### src/rtl/core/mpa_cell.sv
`default_nettype none
module mpa_cell #(
  parameter int DW  = 16,
  parameter int PW  = 3,
  parameter int IDX = 0
) (
  input  wire logic                  clk,
  input  wire logic                  shift,
  input  wire logic [3:0]            pool,
  input  wire logic signed [DW-1:0]  in_val,
  input  wire logic [PW-1:0]         in_row,
  output logic signed [DW-1:0]       val,
  output logic [PW-1:0]              row,
  input  wire logic                  acc_hit_in,
  input  wire logic signed [DW-1:0]  acc_val_in,
  input  wire logic [PW-1:0]         acc_row_in,
  input  wire logic [PW-1:0]         acc_col_in,
  output logic                       acc_hit_out,
  output logic signed [DW-1:0]       acc_val_out,
  output logic [PW-1:0]              acc_row_out,
  output logic [PW-1:0]              acc_col_out
);

  // Each cell holds the best sample of one window column and the row
  // (counted back from the newest) where it sits.
  always_ff @(posedge clk) begin
    if (shift) begin
      val <= in_val;
      row <= in_row;
    end
  end

  logic take;

  // Older columns come first in the chain; a later column wins only when
  // strictly larger, or equal and in an earlier row.
  always_comb begin
    take = 1'b0;
    if (IDX < int'(pool)) begin
      take = !acc_hit_in || (val > acc_val_in) ||
             ((val == acc_val_in) && (row > acc_row_in));
    end
    acc_hit_out = acc_hit_in || take;
    acc_val_out = take ? val : acc_val_in;
    acc_row_out = take ? row : acc_row_in;
    acc_col_out = take ? PW'(IDX) : acc_col_in;
  end

endmodule
`default_nettype wire

### config.mk
export PLATFORM = sky130hd
export DESIGN_NAME = mpa_cell
export DESIGN_NICKNAME = d
export VERILOG_FILES = /design/src/rtl/core/mpa_cell.sv
export SDC_FILE = /design/constraint.sdc
export NUM_CORES = 1
export LEC_CHECK = 0
export BUFFER_PORTS_ARGS = -buffer_cell sky130_fd_sc_hd__buf_2
export CAP_MARGIN = 10
export CORE_UTILIZATION = 42
export CTS_BUF_LIST = sky130_fd_sc_hd__clkbuf_8 sky130_fd_sc_hd__clkbuf_16
export DETAILED_ROUTE_END_ITERATION = 6
export GPL_ROUTABILITY_DRIVEN = 0
export PLACE_DENSITY = 0.79
export SLEW_MARGIN = 5
export SYNTH_ARGS = -nofsm -noshare
export SYNTH_HDL_FRONTEND = slang
export SYNTH_SLANG_ARGS = --single-unit
export TNS_END_PERCENT = 100
### constraint.sdc
create_clock -name clk -period 3.41 [get_ports clk]
set_input_delay 0.341 -clock clk [delete_from_list [all_inputs] [get_ports clk]]
set_output_delay 0.341 -clock clk [all_outputs]
set_load 0.02 [all_outputs]
==> results of run 1 <==
[path summary, 6_finish.rpt]
check	start	end	slack, ns	cells past startpoint
worst max-delay path	val[6]	acc_val_out[1]	0.28	8
worst min-delay path	in_val[15]	val[15]	0.26	1
[critical path, stage by stage, from the launching register on]
cell      delay (ns)
edfxtp_1        0.46
ha_1            0.35
nand4_1         0.12
or2_1           0.29
nor4_4          0.25
mux2i_2         0.26
o21a_2          0.44
o211ai_1        0.18
buf_2           0.19
[cells in the final DEF (no fill, tap or decap)]
master    Yosys  routed
nor4_4        1       1
or4_1         1       1
or2_1         1       1
o21ai_0       4       3
nand3_1       1       1
o21a_1        2       1
o21ai_2       1       1
and4_1        1       1
ha_1         19      19
buf_2         2      89
buf_4         0       4
edfxtp_1     19      19
a21oi_1       7       7
clkbuf_8      0       3
o31ai_1       1       1
nand2_1      41      41
nor3_1        1       1
nor3b_1       3       3
o21ai_1       0       1
or3_1         1       1
o211ai_1     39      39
nand4_1       4       4
o21a_2        1       2
inv_1        19      20
nor2_1        2       2
nor2b_1       3       3
mux2i_2       0       1
[logic make-up (layout without fill, tap and decap cells)]
family                     Yosys count  in the layout
and+or+nand+nor                     60             60
AOI/OAI and AO/OA                   55             55
buffers and inverters               30            116
adders and majority gates           19             19
DFF                                 19             19
muxes                                1              1
[per-layer routing]
layer	track usage	up-vias
li1	-	851
met1	0.234	795
met2	0.426	76
met3	0.0321	7
met4	0.0778	0
met5	0	-
[metrics by stage]
stage               hold WS (ns)  utilization  setup slack, ns  power (W)  instances
finish                     0.258        0.583            0.280   0.000770        318
floorplan                  0.440            -            0.623   0.000508        184
global placement           0.518        0.571            0.510   0.000613        314
global route               0.249        0.583           0.0677   0.000813        318
CTS                        0.257        0.583            0.188   0.000773        318
detailed placement         0.519        0.571            0.466   0.000621        314
[final cells by class]
cell class / count / area [um2] / share of cell area
Clock buffer: 3 / 41.3 / 0.0192
Multi-Input combinational cell: 135 / 928 / 0.432
Inverter: 19 / 71.3 / 0.0332
Clock inverter: 1 / 3.75 / 0.00175
Timing Repair Buffer: 93 / 475 / 0.221
Sequential cell: 19 / 571 / 0.265
Tap cell: 48 / 60.1 / 0.0279
[state kept, by name, indices dropped and copies added (netlist names)]
name	flops
val	16
row	3
[power breakdown]
| part | switching, W | internal [W] |
|---|---|---|
| combinational | 0.000194 | 0.000123 |
| sequential | 0.0000204 | 0.000279 |
| clock | 0.0000742 | 0.0000800 |
[timing repair]
action / 4_1_cts / 5_1_grt
endpoints found under the setup margin: 0 / 7
gates resized for setup: 0 / 1
setup buffers: 0 / 0
==> metrics.txt, run 1 <==
# TYPE chip_impl_metric gauge
chip_impl_metric{name="die_area",unit="um2"} 4140
chip_impl_metric{name="layout_worst_path_cycle_share",unit=""} 0.918
chip_impl_metric{name="post-route-cell-area",unit="um2"} 2150
chip_impl_metric{name="wl",unit="um"} 4510
chip_impl_metric{name="grt_max_degree",unit=""} 24
chip_impl_metric{name="ys_seq_area_frac",unit=""} 0.350
chip_impl_metric{name="crit_path_max_fanout",unit=""} 23
chip_impl_metric{name="first_global_vias",unit=""} 1634
chip_impl_metric{name="period_minus_slack",unit="ns"} 3.13
chip_impl_metric{name="pwr_density_cell",unit="nW/um2"} 358
chip_impl_metric{name="numCtsBuffers",unit=""} 3
chip_impl_metric{name="io_buffers",unit=""} 89
chip_impl_metric{name="nFillCells",unit=""} 360
chip_impl_metric{name="tightestPinTransition",unit="ns"} 0.448
chip_impl_metric{name="syn_area_per_cell",unit="um2"} 8.87
chip_impl_metric{name="vias_per_instance",unit=""} 5.44
chip_impl_info{name="tritoncts",value="yes"} 1
chip_impl_metric{name="wire_length_of_the_first_global_routing_pass",unit="um"} 7050
chip_impl_metric{name="drt-pass1-iter-count",unit=""} 4
chip_impl_metric{name="synth_largest_type_area_fraction",unit=""} 0.350
chip_impl_metric{name="grt_antenna_before_repair",unit=""} 0
chip_impl_metric{name="wire_per_inst",unit="um"} 14.2
chip_impl_metric{name="antenna_diode_instance_count",unit=""} 0
chip_impl_metric{name="layout-drive-gt1-share",unit=""} 0.374
chip_impl_metric{name="syn_nets",unit=""} 251
chip_impl_info{name="run_status",value="finished clean"} 1
chip_impl_metric{name="finalNetCount",unit=""} 338
chip_impl_metric{name="synth_cells",unit=""} 184
chip_impl_metric{name="violation_count_after_the_first_detailed_routing_iteration",unit=""} 74
chip_impl_info{name="largest_family_of_logic_cells_by_synthesized_area",value="compound AO/OA/AOI/OAI gates"} 1
chip_impl_metric{name="path_clk_slew",unit="ns"} 0.07
chip_impl_metric{name="synthesis.area",unit="um2"} 1630
chip_impl_metric{name="static-leakage-power",unit="nW"} 1.04
chip_impl_metric{name="cts-root-to-sink-buffers",unit=""} 2
chip_impl_metric{name="num_rows",unit=""} 22
chip_impl_info{name="dominantRegCellSynth",value="edfxtp_1"} 1
chip_impl_metric{name="report.final.hold_viol_count",unit=""} 0
chip_impl_info{name="top_signal_layer_used",value="met4"} 1
chip_impl_metric{name="timing.setup.tns",unit="ns"} 0
chip_impl_metric{name="synth.distinct_cells",unit=""} 26
chip_impl_metric{name="maxSlewHeadroom",unit=""} 0.701
chip_impl_metric{name="drt-met1-wl",unit="um"} 1800
chip_impl_metric{name="synth_warnings",unit=""} 0
chip_impl_metric{name="globalRoute.totalOverflow",unit=""} 0
chip_impl_metric{name="all_layer_gr_usage",unit=""} 0.219
chip_impl_metric{name="dp_hpwl",unit="um"} 3470
chip_impl_metric{name="ioPinCount",unit=""} 90
chip_impl_metric{name="syn_to_final_growth",unit="%"} 31.8
chip_impl_metric{name="synth-xor-area-share",unit=""} 0
chip_impl_info{name="synth_area_leader_cell",value="edfxtp_1"} 1
chip_impl_metric{name="achievable_frequency",unit="MHz"} 319
chip_impl_metric{name="synth_simple_gate_area_frac",unit=""} 0.176
chip_impl_metric{name="cts_hold_buf",unit=""} 0
chip_impl_metric{name="synth_enable_flop_cells",unit=""} 19
chip_impl_metric{name="dieHeight",unit="um"} 64.3
chip_impl_info{name="synthMostInstantiatedCell",value="nand2_1"} 1
chip_impl_info{name="worstSetupEndpointType",value="primary output"} 1
chip_impl_metric{name="htree_levels",unit=""} 1
chip_impl_metric{name="worst_ir_drop_vdd",unit="uV"} 237
chip_impl_metric{name="wire_length_on_met3",unit="um"} 246
chip_impl_metric{name="crit_arrival",unit="ns"} 2.79
chip_impl_metric{name="metal2_wl",unit="um"} 2400
chip_impl_info{name="worst_setup_path_start_kind",value="flop"} 1
chip_impl_info{name="holdCritPathClass",value="input port to flop"} 1
chip_impl_metric{name="synth.area.mux_share",unit=""} 0.00613
chip_impl_metric{name="route.antenna.remaining_nets",unit=""} 0
chip_impl_metric{name="die-width",unit="um"} 64.3
chip_impl_metric{name="drc_errors_left",unit=""} 0
chip_impl_metric{name="dpl_cell_area",unit="um2"} 2100
chip_impl_info{name="grt_setup_unrepaired",value="no"} 1
chip_impl_metric{name="async_reset_ff_frac",unit=""} 0
chip_impl_metric{name="cp_data_required_time",unit="ns"} 3.07
chip_impl_info{name="synth_top_cells_by_count",value="nand2_1, o211ai_1, edfxtp_1, ha_1, inv_1"} 1
chip_impl_metric{name="synth_compound_gate_area_share",unit=""} 0.238
chip_impl_metric{name="ff_latch_count_synth",unit=""} 19
chip_impl_metric{name="detailroute.via_count",unit=""} 1729
chip_impl_metric{name="final-max-slew-violation-count",unit=""} 0
chip_impl_info{name="path_class",value="flop to primary output"} 1
chip_impl_info{name="clockRootBuffer",value="clkbuf_8"} 1
chip_impl_metric{name="floorplan.core_area",unit="um2"} 3690
chip_impl_metric{name="post_synth_fa_ha_maj_area_fraction",unit=""} 0.146
chip_impl_metric{name="floorplan.initialDensity",unit=""} 0.442
chip_impl_metric{name="drv_cap",unit=""} 0
chip_impl_metric{name="clock_sink_count",unit=""} 19
chip_impl_info{name="ys_top_cells_by_area",value="edfxtp_1, o211ai_1, ha_1, nand2_1, inv_1"} 1
chip_impl_metric{name="final-setup-viol-count",unit=""} 0
(Power assumes the default switching activity.)
==> run 2: changes to the inputs <==
--- a/config.mk
+++ b/config.mk
@@ -7,11 +7,11 @@
 export LEC_CHECK = 0
 export BUFFER_PORTS_ARGS = -buffer_cell sky130_fd_sc_hd__buf_2
 export CAP_MARGIN = 10
-export CORE_UTILIZATION = 42
+export CORE_UTILIZATION = 48
 export CTS_BUF_LIST = sky130_fd_sc_hd__clkbuf_8 sky130_fd_sc_hd__clkbuf_16
 export DETAILED_ROUTE_END_ITERATION = 6
 export GPL_ROUTABILITY_DRIVEN = 0
-export PLACE_DENSITY = 0.79
+export PLACE_DENSITY = 0.89
 export SLEW_MARGIN = 5
 export SYNTH_ARGS = -nofsm -noshare
 export SYNTH_HDL_FRONTEND = slang
==> constraint.sdc (replaced) <==
create_clock -name clk -period 3.41 [get_ports clk]
set_input_delay 0.341 -clock clk [delete_from_list [all_inputs] [get_ports clk]]
set_output_delay 0.341 -clock clk [all_outputs]
set_load 0.1 [all_outputs]
==> metrics.txt, run 2 (synthesized netlist as in run 1, its figures left out) <==
# TYPE chip_impl_metric gauge
chip_impl_metric{name="timing.final.ws_setup",unit="ns"} 0.170
chip_impl_metric{name="crit_path_max_fanout",unit=""} 11
chip_impl_metric{name="drt-pass1-iter-count",unit=""} 4
chip_impl_metric{name="largest_register_ff_count",unit=""} 16
chip_impl_metric{name="clock_sink_count",unit=""} 19
chip_impl_metric{name="power.total",unit="W"} 0.00113
chip_impl_metric{name="ioPinCount",unit=""} 90
chip_impl_metric{name="placement.setup.worst_slack",unit="ns"} 0.436
chip_impl_metric{name="route.antenna.remaining_nets",unit=""} 0
chip_impl_metric{name="numCtsBuffers",unit=""} 3
chip_impl_metric{name="static-leakage-power",unit="nW"} 1.07
chip_impl_metric{name="period_minus_slack",unit="ns"} 3.24
chip_impl_info{name="worst_setup_path_start_kind",value="flop"} 1
chip_impl_metric{name="io_buffers",unit=""} 89
chip_impl_metric{name="crit_arrival",unit="ns"} 2.90
chip_impl_metric{name="cts_setup_buffers",unit=""} 0
chip_impl_metric{name="dieHeight",unit="um"} 60.3
chip_impl_metric{name="drc_errors_left",unit=""} 0
chip_impl_info{name="layout_common_cells",value="buf_2, nand2_1, o211ai_1"} 1
chip_impl_metric{name="detailroute.via_count",unit=""} 1742
chip_impl_metric{name="floorplan.initialDensity",unit=""} 0.522
chip_impl_metric{name="all_layer_gr_usage",unit=""} 0.242
chip_impl_info{name="clockRootBuffer",value="clkbuf_8"} 1
chip_impl_metric{name="maxSlewHeadroom",unit=""} 0.666
chip_impl_info{name="grt_setup_unrepaired",value="no"} 1
chip_impl_metric{name="syn_to_final_growth",unit="%"} 35.8
chip_impl_metric{name="htree_levels",unit=""} 1
chip_impl_metric{name="num_rows",unit=""} 20
chip_impl_info{name="worstSetupEndpointType",value="primary output"} 1
chip_impl_metric{name="post_layout_nonfiller_instances",unit=""} 317
chip_impl_info{name="tritoncts",value="yes"} 1
chip_impl_metric{name="wire_per_inst",unit="um"} 13.7
chip_impl_metric{name="vias_per_instance",unit=""} 5.50
chip_impl_metric{name="report.final.hold_viol_count",unit=""} 0
chip_impl_metric{name="nFillCells",unit=""} 263
chip_impl_info{name="reg_top3",value="val (16), row (3)"} 1
chip_impl_info{name="largest_register",value="val"} 1
chip_impl_info{name="startpoint_of_the_most_critical_setup_path",value="val[15]"} 1
chip_impl_metric{name="grt_antenna_before_repair",unit=""} 0
chip_impl_metric{name="utilization",unit=""} 0.708
chip_impl_metric{name="wire_length_of_the_first_global_routing_pass",unit="um"} 6630
chip_impl_metric{name="cts_hold_buf",unit=""} 0
chip_impl_metric{name="die_area",unit="um2"} 3640
chip_impl_metric{name="drv_cap",unit=""} 0
chip_impl_metric{name="violation_count_after_the_first_detailed_routing_iteration",unit=""} 112
chip_impl_metric{name="multiInputGateArea",unit="um2"} 961
chip_impl_metric{name="layout-drive-gt1-share",unit=""} 0.392
chip_impl_metric{name="layout.area.seq",unit="um2"} 571
chip_impl_metric{name="dp_hpwl",unit="um"} 3290
chip_impl_metric{name="worst_ir_drop_vdd",unit="uV"} 335
chip_impl_info{name="run_status",value="finished clean"} 1
chip_impl_info{name="timing.hold.worst.start",value="in_val[5]"} 1
chip_impl_metric{name="die-width",unit="um"} 60.3
chip_impl_metric{name="final-setup-viol-count",unit=""} 0
chip_impl_metric{name="timing.setup.tns",unit="ns"} 0
chip_impl_metric{name="grt_max_degree",unit=""} 24
chip_impl_metric{name="cts-root-to-sink-buffers",unit=""} 2
chip_impl_metric{name="path_clk_slew",unit="ns"} 0.08
chip_impl_metric{name="cts_resized",unit=""} 0
chip_impl_metric{name="final-max-slew-violation-count",unit=""} 0
chip_impl_metric{name="first_global_vias",unit=""} 1581
chip_impl_info{name="holdCritPathClass",value="input port to flop"} 1
chip_impl_metric{name="achievable_frequency",unit="MHz"} 309
chip_impl_metric{name="finalNetCount",unit=""} 341
chip_impl_info{name="path_class",value="flop to primary output"} 1
chip_impl_metric{name="floorplan.core_area",unit="um2"} 3130
chip_impl_metric{name="antenna_diode_instance_count",unit=""} 0
chip_impl_metric{name="cp_data_required_time",unit="ns"} 3.07
chip_impl_metric{name="wl",unit="um"} 4350
chip_impl_metric{name="post-place-cells",unit=""} 313
chip_impl_metric{name="globalRoute.totalOverflow",unit=""} 0
chip_impl_info{name="layout.cells.most_common",value="buf_2"} 1
chip_impl_metric{name="layout_worst_path_cycle_share",unit=""} 0.950
chip_impl_metric{name="pwr_density_cell",unit="nW/um2"} 511
chip_impl_metric{name="tightestPinTransition",unit="ns"} 0.504
-- run 2: routing by layer --
metal | share of wire | vias up | global-route usage | wire length [um]
met5 | 0 | - | 0 | 0
met4 | 0.0062 | 0 | 0.0797 | 27
met3 | 0.065 | 2 | 0.0433 | 283
met2 | 0.51 | 77 | 0.419 | 2210
met1 | 0.42 | 805 | 0.301 | 1820
li1 | - | 858 | - | -
-- run 2: layout make-up --
| type | instances | share of cell area |
|---|---|---|
| Clock buffer | 3 | 0.0186 |
| Clock inverter | 1 | 0.00169 |
| Timing Repair Buffer | 96 | 0.232 |
| Multi-Input combinational cell | 135 | 0.434 |
| Tap cell | 44 | 0.0248 |
| Sequential cell | 19 | 0.257 |
| Inverter | 19 | 0.0322 |
-- run 2: stage by stage --
stage	hold WS (ns)	cell area, um2
2_1_floorplan	0.440	1660
3_3_place_gp	0.517	2160
3_5_place_dp	0.519	2160
4_1_cts	0.252	2210
5_1_grt	0.242	2220
6_report	0.251	2220
-- run 2: worst max-delay path, cell delays in order, from the launching register on --
cell and delay (ns):
edfxtp_1 0.48, ha_4 0.33, nand4_1 0.23, nor2_1 0.18
and4_1 0.25, o21a_1 0.31, buf_4 0.24, nand2_1 0.07
o211ai_1 0.10, buf_2 0.47
-- run 2: worst paths after layout --
check | end | slack, ns | cells after the start
hold / removal | val[5] | 0.25 | 1
setup / recovery | acc_val_out[6] | 0.17 | 9
-- run 2: where the power goes --
group	switching, W	leakage [nW]	internal, W
Sequential	0.0000196	0.186	0.000279
Combinational	0.000544	0.855	0.000131
Clock	0.0000788	0.0269	0.0000801
